File: src/hdl/brm_pkg.sv
// Package of the bytecode register machine: instruction kinds, status codes,
// the queue entry and the status bundle shared by the front, back and top.
// Depends on nothing.
`default_nettype none
package brm_pkg;

  localparam int NumRegsDef    = 8;
  localparam int MemBytesDef   = 4096;
  localparam int StackDepthDef = 1024;
  localparam int CallDepthDef  = 256;
  localparam logic [15:0] ProgLenReset = 16'd4096;

  localparam logic [3:0] ST_RUN     = 4'd0;
  localparam logic [3:0] ST_HALT    = 4'd1;
  localparam logic [3:0] ST_DONE    = 4'd2;
  localparam logic [3:0] ST_DIVZ    = 4'd3;
  localparam logic [3:0] ST_MEM     = 4'd4;
  localparam logic [3:0] ST_SOVER   = 4'd5;
  localparam logic [3:0] ST_SUNDER  = 4'd6;
  localparam logic [3:0] ST_COVER   = 4'd7;
  localparam logic [3:0] ST_BADRET  = 4'd8;
  localparam logic [3:0] ST_RAISE   = 4'd9;
  localparam logic [3:0] ST_UNKNOWN = 4'd10;

  localparam logic [7:0] OPC_NOP   = 8'd0;
  localparam logic [7:0] OPC_HALT  = 8'd1;
  localparam logic [7:0] OPC_MOV   = 8'd10;
  localparam logic [7:0] OPC_LOAD  = 8'd11;
  localparam logic [7:0] OPC_STORE = 8'd12;
  localparam logic [7:0] OPC_ADD   = 8'd20;
  localparam logic [7:0] OPC_SUB   = 8'd21;
  localparam logic [7:0] OPC_MUL   = 8'd22;
  localparam logic [7:0] OPC_DIV   = 8'd23;
  localparam logic [7:0] OPC_JMP   = 8'd40;
  localparam logic [7:0] OPC_JIF   = 8'd41;
  localparam logic [7:0] OPC_CALL  = 8'd42;
  localparam logic [7:0] OPC_RET   = 8'd43;
  localparam logic [7:0] OPC_PUSH  = 8'd50;
  localparam logic [7:0] OPC_POP   = 8'd51;
  localparam logic [7:0] OPC_TRYB  = 8'd60;
  localparam logic [7:0] OPC_TRYE  = 8'd61;
  localparam logic [7:0] OPC_RAISE = 8'd62;
  localparam logic [7:0] OPC_CATCH = 8'd63;
  localparam logic [7:0] OPC_FINIT = 8'd70;
  localparam logic [7:0] OPC_FNEXT = 8'd71;

  typedef enum logic [4:0] {
    K_NOP, K_HALT, K_MOV, K_LOAD, K_STORE, K_ADD, K_SUB, K_MUL, K_DIV,
    K_JMP, K_JIF, K_CALL, K_RET, K_PUSH, K_POP, K_RAISE, K_CATCH,
    K_FINIT, K_FNEXT, K_UNK
  } kind_e;

  typedef struct packed {
    kind_e       kind;
    logic [2:0]  len;
    logic [2:0]  ra;
    logic [2:0]  rb;
    logic [2:0]  rc;
    logic [15:0] tgt;
    logic        cond;
    logic [31:0] imm;
  } item_t;

  typedef struct packed {
    logic  valid;
    item_t item;
  } head_t;

  typedef struct packed {
    logic [3:0] stop;
    logic       clearing;
    logic       pop;
  } dbg_t;

endpackage
`default_nettype wire

File: src/hdl/brm_front.sv
// Front end: accepts instruction beats, classifies the opcode and its length,
// and holds them in a two-entry queue for the back end. Uses brm_pkg.
`default_nettype none
module brm_front (
  input  wire logic           clk_i,
  input  wire logic           rst_ni,
  input  wire logic           valid_i,
  output logic                ready_o,
  input  wire logic [65:0]    data_i,
  input  wire logic           pop_i,
  output brm_pkg::head_t      head_o
);
  brm_pkg::item_t ent_q [2];
  brm_pkg::item_t dec;
  logic wp_q, rp_q;
  logic [1:0] cnt_q;
  logic push;

  always_comb begin
    dec.ra   = data_i[10:8];
    dec.rb   = data_i[13:11];
    dec.rc   = data_i[16:14];
    dec.tgt  = data_i[32:17];
    dec.cond = data_i[33];
    dec.imm  = data_i[65:34];
    unique case (data_i[7:0])
      brm_pkg::OPC_NOP:   begin dec.kind = brm_pkg::K_NOP;   dec.len = 3'd1; end
      brm_pkg::OPC_HALT:  begin dec.kind = brm_pkg::K_HALT;  dec.len = 3'd1; end
      brm_pkg::OPC_MOV:   begin dec.kind = brm_pkg::K_MOV;   dec.len = 3'd3; end
      brm_pkg::OPC_LOAD:  begin dec.kind = brm_pkg::K_LOAD;  dec.len = 3'd4; end
      brm_pkg::OPC_STORE: begin dec.kind = brm_pkg::K_STORE; dec.len = 3'd4; end
      brm_pkg::OPC_ADD:   begin dec.kind = brm_pkg::K_ADD;   dec.len = 3'd4; end
      brm_pkg::OPC_SUB:   begin dec.kind = brm_pkg::K_SUB;   dec.len = 3'd4; end
      brm_pkg::OPC_MUL:   begin dec.kind = brm_pkg::K_MUL;   dec.len = 3'd4; end
      brm_pkg::OPC_DIV:   begin dec.kind = brm_pkg::K_DIV;   dec.len = 3'd4; end
      brm_pkg::OPC_JMP:   begin dec.kind = brm_pkg::K_JMP;   dec.len = 3'd0; end
      brm_pkg::OPC_JIF:   begin dec.kind = brm_pkg::K_JIF;   dec.len = 3'd4; end
      brm_pkg::OPC_CALL:  begin dec.kind = brm_pkg::K_CALL;  dec.len = 3'd3; end
      brm_pkg::OPC_RET:   begin dec.kind = brm_pkg::K_RET;   dec.len = 3'd1; end
      brm_pkg::OPC_PUSH:  begin dec.kind = brm_pkg::K_PUSH;  dec.len = 3'd2; end
      brm_pkg::OPC_POP:   begin dec.kind = brm_pkg::K_POP;   dec.len = 3'd2; end
      brm_pkg::OPC_TRYB:  begin dec.kind = brm_pkg::K_NOP;   dec.len = 3'd3; end
      brm_pkg::OPC_TRYE:  begin dec.kind = brm_pkg::K_NOP;   dec.len = 3'd1; end
      brm_pkg::OPC_RAISE: begin dec.kind = brm_pkg::K_RAISE; dec.len = 3'd0; end
      brm_pkg::OPC_CATCH: begin dec.kind = brm_pkg::K_CATCH; dec.len = 3'd2; end
      brm_pkg::OPC_FINIT: begin dec.kind = brm_pkg::K_FINIT; dec.len = 3'd6; end
      brm_pkg::OPC_FNEXT: begin dec.kind = brm_pkg::K_FNEXT; dec.len = 3'd4; end
      default:            begin dec.kind = brm_pkg::K_UNK;   dec.len = 3'd1; end
    endcase
  end

  assign ready_o = (cnt_q != 2'd2);
  assign push    = valid_i && ready_o;

  always_ff @(posedge clk_i) begin
    if (push) begin
      ent_q[wp_q] <= dec;
    end
  end

  always_ff @(posedge clk_i or negedge rst_ni) begin
    if (!rst_ni) begin
      wp_q  <= 1'b0;
      rp_q  <= 1'b0;
      cnt_q <= 2'd0;
    end else begin
      if (push) wp_q <= ~wp_q;
      if (pop_i) rp_q <= ~rp_q;
      cnt_q <= cnt_q + {1'b0, push} - {1'b0, pop_i};
    end
  end

  assign head_o.valid = (cnt_q != 2'd0);
  assign head_o.item  = ent_q[rp_q];
endmodule
`default_nettype wire

File: config.mk
export PLATFORM = sky130hd
export DESIGN_NAME = brm_front
export DESIGN_NICKNAME = d
export VERILOG_FILES = /design/src/hdl/brm_pkg.sv /design/src/hdl/brm_front.sv
export SDC_FILE = /design/constraint.sdc
export NUM_CORES = 1
export LEC_CHECK = 0
export BUFFER_PORTS_ARGS = -buffer_cell sky130_fd_sc_hd__buf_2
export CORE_ASPECT_RATIO = 1.2
export CORE_MARGIN = 2
export CORE_UTILIZATION = 55
export CTS_BUF_LIST = sky130_fd_sc_hd__clkbuf_8
export DETAILED_ROUTE_END_ITERATION = 8
export PLACE_DENSITY = 0.79
export RECOVER_POWER = 25
export SYNTH_ARGS = -nofsm -noshare
export SYNTH_HDL_FRONTEND = slang
export SYNTH_SLANG_ARGS = --single-unit
File: constraint.sdc
create_clock -name clk_i -period 4.3 [get_ports clk_i]
set_input_delay 1.29 -clock clk_i [delete_from_list [all_inputs] [get_ports clk_i]]
set_output_delay 1.29 -clock clk_i [all_outputs]
set_load 0.005 [all_outputs]
==> impl_results.md, run 1 <==
* Status: completed
* MaxCap Viol Count at 0
* Crit. Startpoint: rp_q$_DFFE_PN0P_
* PostCTS Resize Cnt at 0
* Setup Skew at 5.912 ps
* Slew HR at 0.5343
* Routed vias at 3270
* PortBufs at 137
* Clock Path Buffers at 2
* H-Tree Depth at 4
* Cell Pwr Density at 586.8 mW/mm^2
* Final hold vios at 0
* Crit Path Category: reg2out
* N_diodes at 0
* Total GRT Usage at 0.1885
* CP max FO at 25
* Total power at 3.966 mW
* HP Class: reg2reg
* Synth Cell Area at 0.005597 mm^2
* Vias in the first global route at 3189
* Clock-pin slew on the worst setup and hold paths at 70 ps
* CP required at 3010 ps
* Count of final setup violators at 0
* Cells after DPL at 567
* Root Driver: clkbuf_8
* Worst hold start: cnt_q[1]$_DFF_PN0_
* Cells after synthesis at 315
* Post-synth EDFFs at 132
* Sequential share of the synthesized area at 0.7261
* Core area at 0.009960 mm^2
* Finished Cell Area at 0.006758 mm^2
* Routability Congestion at 0.9437
* Rows at 40
* Startpoint types: flop
* CTS Sinks at 136
* Die Area at 0.01100 mm^2
* Non-Filler Instances at 599
* Worst Setup End Kind: primary output
* Yosys top cell area share at 0.7082
* Hold WS at 489.6 ps
* Top_reg_cell synth: edfxtp_1
* Asr flop ratio synth at 0.02941
* Yosys warning count at 0
* Pin count of the biggest net entering global routing at 45
* CTS buffer count at 17
* Synth-to-layout area growth at 20.75%
* Max Transition Viols Final at 0
* Worst-Margin Slew at 696.9 ps
* Leak at 2.464 nW
* Reg2reg start: cnt_q[1]$_DFF_PN0_
* CTS tree: yes
* Mean Syn Cell Area at 17.77 um^2
* Residual DRC at 0
* Final ANT Viol Nets at 0
* Pre-antenna DRT Iters at 5
* Post-Route WL at 10.27 mm
* Placement-stage cell area at 0.006424 mm^2
* Antenna violations before repair at 0
* DP Wirelength at 7.179 mm
* Synth Net Count at 387
* Starting Density at 0.5619
* Top-count cell post-synth: edfxtp_1
* Yosys top cell by area: edfxtp_1
* Final WS setup at 973.9 ps
* RSZ-0062 raised after global routing: no
* Final global-route overflow total at 0
* Setup bufs post-CTS at 0
* TNS Setup at 0 ps
* Worst vdd ir at 0.2311 mV
* Distinct cells, synth at 53
* Routed wire per std cell at 17.14 um
* Post-layout minimum cycle time at 3326 ps
* Share of layout cells above drive strength 1 at 0.4905
* Initial drt markers at 179
* Max frequency at 0.3006 GHz
* Chip height at 114.5 um
* Worst-skew pair later-pin latency at 410 ps
* Fin util at 0.6785
* CTS Hold Bufs at 0
* Top post-synthesis cells by count: edfxtp_1, mux2_2, buf_2, nand2_1, nor2_1
* Fin nets at 532
* Die W at 96.09 um
* I/O pins at 138
* Arrival @ worst endpoint at 2040 ps
* Synth area leaders: edfxtp_1, mux2_2, dfrtp_1
* Tcrit/Tclk final at 0.7735
* Post-synthesis register bit count at 136
* Via/cell ratio at 5.459
* First-pass GRT wire length at 15.32 mm
* Pre-CTS setup slack at 1382 ps
[placed cells by master (no fill, tap or decap), drive strengths merged, types with 4 or more instances in the layout]
cell type  synthesis  final
a31oi              4      4
buf               14    126
clkbuf             2     33
clkinv             0      9
dfrtp              4      4
edfxtp           132    132
inv                2      5
mux2              66     66
nand2              9      9
nor2               8      8
nor3b              6      6
o21ai              9      9
xnor2              4      4
[sequential cells by signal (all words and copies together) (netlist names)]
signal  flops
cnt_q       2
ent_q     132
rp_q        1
wp_q        1
[cell families (layout without fill, tap and decap cells)]
| logic type | count (synthesis) | after routing | share of synthesized area |
|---|---|---|---|
| flops | 136 | 136 | 0.7261 |
| mux | 66 | 66 | 0.1328 |
| simple gates | 48 | 48 | 0.05433 |
| compound gates | 39 | 39 | 0.05567 |
| buf+inv | 18 | 176 | 0.01722 |
| xor+xnor | 6 | 6 | 0.009390 |
| fa+ha+maj | 2 | 2 | 0.004471 |
[cell type report]
class | instances | area (um^2)
inverter | 2 | 7.507
multi-input combinational | 161 | 1445
tap | 126 | 157.7
sequential | 136 | 4065
timing repair buffer | 142 | 728.2
fill | 724 | 3202
clock buffer | 17 | 234.0
clock inverter | 15 | 120.1
[path summary, 6_finish.rpt]
| path | endpoint | slack, ps | cells after the start |
|---|---|---|---|
| max | head_o[8] | 970 | 3 |
| min | cnt_q[1]$_DFF_PN0_ | 490 | 1 |
| max reg2reg | ent_q[0][46]$_DFFE_PP_ | 2400 | 4 |
| min reg2reg | cnt_q[1]$_DFF_PN0_ | 490 | 1 |
| max in group asynchronous | rp_q$_DFFE_PN0P_ | 3400 | 1 |
| min in group asynchronous | wp_q$_DFFE_PN0P_ | 700 | 1 |
[where the power goes]
part,internal (mW),switching [mW],total [mW]
combinational,0.581,0.537,1.12
sequential,1.81,0.119,1.93
clock,0.495,0.424,0.919
[per-layer routing]
layer / part of all wire / vias to the layer above / GRT usage / wire, um
li1: - / 1541 / - / -
met1: 0.39 / 1588 / 0.2176 / 4024
met2: 0.51 / 122 / 0.3097 / 5198
met3: 0.077 / 19 / 0.06517 / 793
met4: 0.025 / 0 / 0.09333 / 253
met5: 0 / - / 0 / 0
[worst max-delay path: stages (launching register included)]
cell and delay [ps]:
dfrtp_2 770, buf_4 350, mux2_2 370, buf_2 130
Note: power is estimated with default switching activity, not from simulation.
==> run 2, diff against run 1 <==
--- a/config.mk
+++ b/config.mk
@@ -5,13 +5,14 @@
 export SDC_FILE = /design/constraint.sdc
 export NUM_CORES = 1
 export LEC_CHECK = 0
+export ABC_AREA = 1
 export BUFFER_PORTS_ARGS = -buffer_cell sky130_fd_sc_hd__buf_2
 export CORE_ASPECT_RATIO = 1.2
 export CORE_MARGIN = 2
-export CORE_UTILIZATION = 55
+export CORE_UTILIZATION = 49
 export CTS_BUF_LIST = sky130_fd_sc_hd__clkbuf_8
 export DETAILED_ROUTE_END_ITERATION = 8
-export PLACE_DENSITY = 0.79
+export PLACE_DENSITY = 0.75
 export RECOVER_POWER = 25
 export SYNTH_ARGS = -nofsm -noshare
 export SYNTH_HDL_FRONTEND = slang
==> constraint.sdc (replaced) <==
create_clock -name clk_i -period 2.8 [get_ports clk_i]
set_input_delay 0.84 -clock clk_i [delete_from_list [all_inputs] [get_ports clk_i]]
set_output_delay 0.84 -clock clk_i [all_outputs]
set_load 0.005 [all_outputs]
==> run 2 against run 1 <==
Against the previous run:
- hold slack got worse by 240 ps
- area after synthesis decreased by 2.7%
- power increased by 57%
- sequential share of layout area increased by 0.21 points
- non-clock buffer count increased by 1
- flip-flop and latch count unchanged
- critical endpoint is now head_o[4]
- largest cell class unchanged
==> impl_results.md, run 2 <==
* Synth area leaders: edfxtp_1, mux2_2, nand2_1
* N_diodes at 0
* Crit Path Category: reg2out
* Post-Route WL at 10.59 mm
* I/O pins at 138
* Die Area at 0.01197 mm^2
* MaxCap Viol Count at 0
* Largest register FFs at 132
* CP max FO at 43
* Core area at 0.01093 mm^2
* Arrival @ worst endpoint at 1850 ps
* Starting Density at 0.4981
* Die W at 100.2 um
* Status: completed
* Routability Congestion at 0.8788
* Reg area at 0.004065 mm^2
* PortBufs at 137
* Fin util at 0.6161
* Final hold vios at 0
* PostCTS Resize Cnt at 0
* H-Tree Depth at 4
* Antenna violations before repair at 0
* Worst Setup End Kind: primary output
* Initial drt markers at 212
* Chip height at 119.5 um
* Residual DRC at 0
* Routed wire per std cell at 16.83 um
* TNS Setup at 0 ps
* Yosys top cell by area: edfxtp_1
* CTS buffer count at 17
* Yosys top cell area share at 0.7281
* Root Driver: clkbuf_8
* Cells after DPL at 598
* Multi-input gate area at 0.001300 mm^2
* Via/cell ratio at 5.213
* Pin count of the biggest net entering global routing at 52
* Final ANT Viol Nets at 0
* Biggest regs: ent_q: 132 flops, cnt_q: 2 flops
* Worst-Margin Slew at 415.5 ps
* Filler cells at 861
* Synth Cell Area at 0.005444 mm^2
* Setup bufs post-CTS at 0
* Sequential share of the synthesized area at 0.7465
* Max Transition Viols Final at 0
* Final global-route overflow total at 0
* Share of layout cells above drive strength 1 at 0.4970
* Setup Skew at 12.14 ps
* Finished Cell Area at 0.006734 mm^2
* Leak at 2.573 nW
* Post-layout minimum cycle time at 2689 ps
* Post-synth EDFFs at 132
* HP Class: in2async
* Worst vdd ir at 0.4505 mV
* Synth-to-layout area growth at 23.70%
* Clock-pin slew on the worst setup and hold paths at 70 ps
* Rows at 42
* Yosys warning count at 0
* RSZ-0062 raised after global routing: no
* Slew HR at 0.7223
* Fin nets at 557
* Top reg by flops: ent_q
* Mean Syn Cell Area at 16.50 um^2
* Startpoint types: flop
* Tcrit/Tclk final at 0.9602
* Count of final setup violators at 0
* Distinct cells, synth at 27
* Top post-synthesis cells by count: edfxtp_1, mux2_2, nand2_1, nor2_1, nand3_1
* Pre-antenna DRT Iters at 4
* DP Wirelength at 7.354 mm
* Max frequency at 0.3720 GHz
* Top_reg_cell synth: edfxtp_1
* First-pass GRT wire length at 16.36 mm
* Top-count cell post-synth: edfxtp_1
* Worst-skew pair later-pin latency at 430 ps
* Cell Pwr Density at 927.1 mW/mm^2
* CTS Hold Bufs at 0
* CP required at 1960 ps
* Most frequent cells in the layout: edfxtp_1, buf_2, mux2_2, nand2_1, nor2_1
* Routed vias at 3279
* Synth Net Count at 402
* Non-Filler Instances at 629
* Clock Path Buffers at 2
* Most common cell after layout, fill and taps aside: edfxtp_1
* CTS tree: yes
* FF-to-FF path depth at 4
* Total power at 6.243 mW
* Total GRT Usage at 0.1828
* Post-synthesis register bit count at 136
* CTS Sinks at 136
* Asr flop ratio synth at 0.02941
* Placement-stage cell area at 0.006359 mm^2
* Vias in the first global route at 3395
* Cells after synthesis at 330
==> run 2: cell types whose count changed after synthesis, sizes merged, moves of 6 or more <==
cell / previous run / this run
o21ai: 9 / 3
nor2: 8 / 34
nor3b: 6 / 0
nand3: 2 / 12
nand2: 9 / 36
inv: 2 / 16
buf: 14 / 7
==> run 2: through the flow <==
stage,hold slack (ps),setup slack (ps)
2_1_floorplan,492.1,-300.7
3_3_place_gp,503.5,553.3
3_5_place_dp,509.3,557.8
4_1_cts,195.5,80.63
5_1_grt,235.8,34.45
6_report,249.5,111.5
==> run 2: logic make-up (layout without fill, tap and decap cells) <==
logic type / after synthesis / count (layout) / synth area share
adder cells (fa/ha/maj): 2 / 2 / 0.004596
XOR/XNOR: 3 / 3 / 0.004827
flip-flops: 136 / 136 / 0.7465
multiplexers: 66 / 66 / 0.1365
AND/OR/NAND/NOR: 87 / 87 / 0.07447
AO/OA/AOI/OAI: 13 / 13 / 0.01563
buffers and inverters: 23 / 190 / 0.01747
==> run 2: final timing paths <==
check | start | to | slack (ps)
setup reg to reg | cnt_q[1]$_DFF_PN0_ | ent_q[0][24]$_DFFE_PP_ | 1090
hold / removal | rst_ni | cnt_q[1]$_DFF_PN0_ | 250
setup / recovery | rp_q$_DFFE_PN0P_ | head_o[4] | 110
min in group clk_i | cnt_q[0]$_DFF_PN0_ | cnt_q[0]$_DFF_PN0_ | 520
hold reg to reg | cnt_q[0]$_DFF_PN0_ | cnt_q[0]$_DFF_PN0_ | 520
max in group asynchronous | rst_ni | rp_q$_DFFE_PN0P_ | 2330
==> run 2: per-layer routing <==
layer	GRT usage	part of all wire	vias up
met5	0	0	-
met4	0.09418	0.035	0
met3	0.05575	0.065	33
met2	0.3062	0.50	133
met1	0.2095	0.40	1573
li1	-	-	1540
==> run 2: layout make-up <==
cell class | instances | area share
repair buffers | 143 | 0.1113
inverters | 16 | 0.008919
clock buffers | 17 | 0.03475
multi-input cells | 171 | 0.1931
well taps | 132 | 0.02453
clock inverters | 14 | 0.02378
flip-flops and latches | 136 | 0.6037
==> run 2: power breakdown <==
| part | switching (mW) | internal, mW | total, mW |
|---|---|---|---|
| registers | 0.145 | 2.77 | 2.91 |
| clock network | 0.711 | 0.867 | 1.58 |
| logic | 0.866 | 0.889 | 1.75 |
| total | 1.72 | 4.52 | 6.24 |
==> run 2: worst max-delay path, cell delays in order, from the launching register on <==
cell,delay (ps)
dfrtp_2,580
buf_12,280
mux2_2,390
buf_2,130
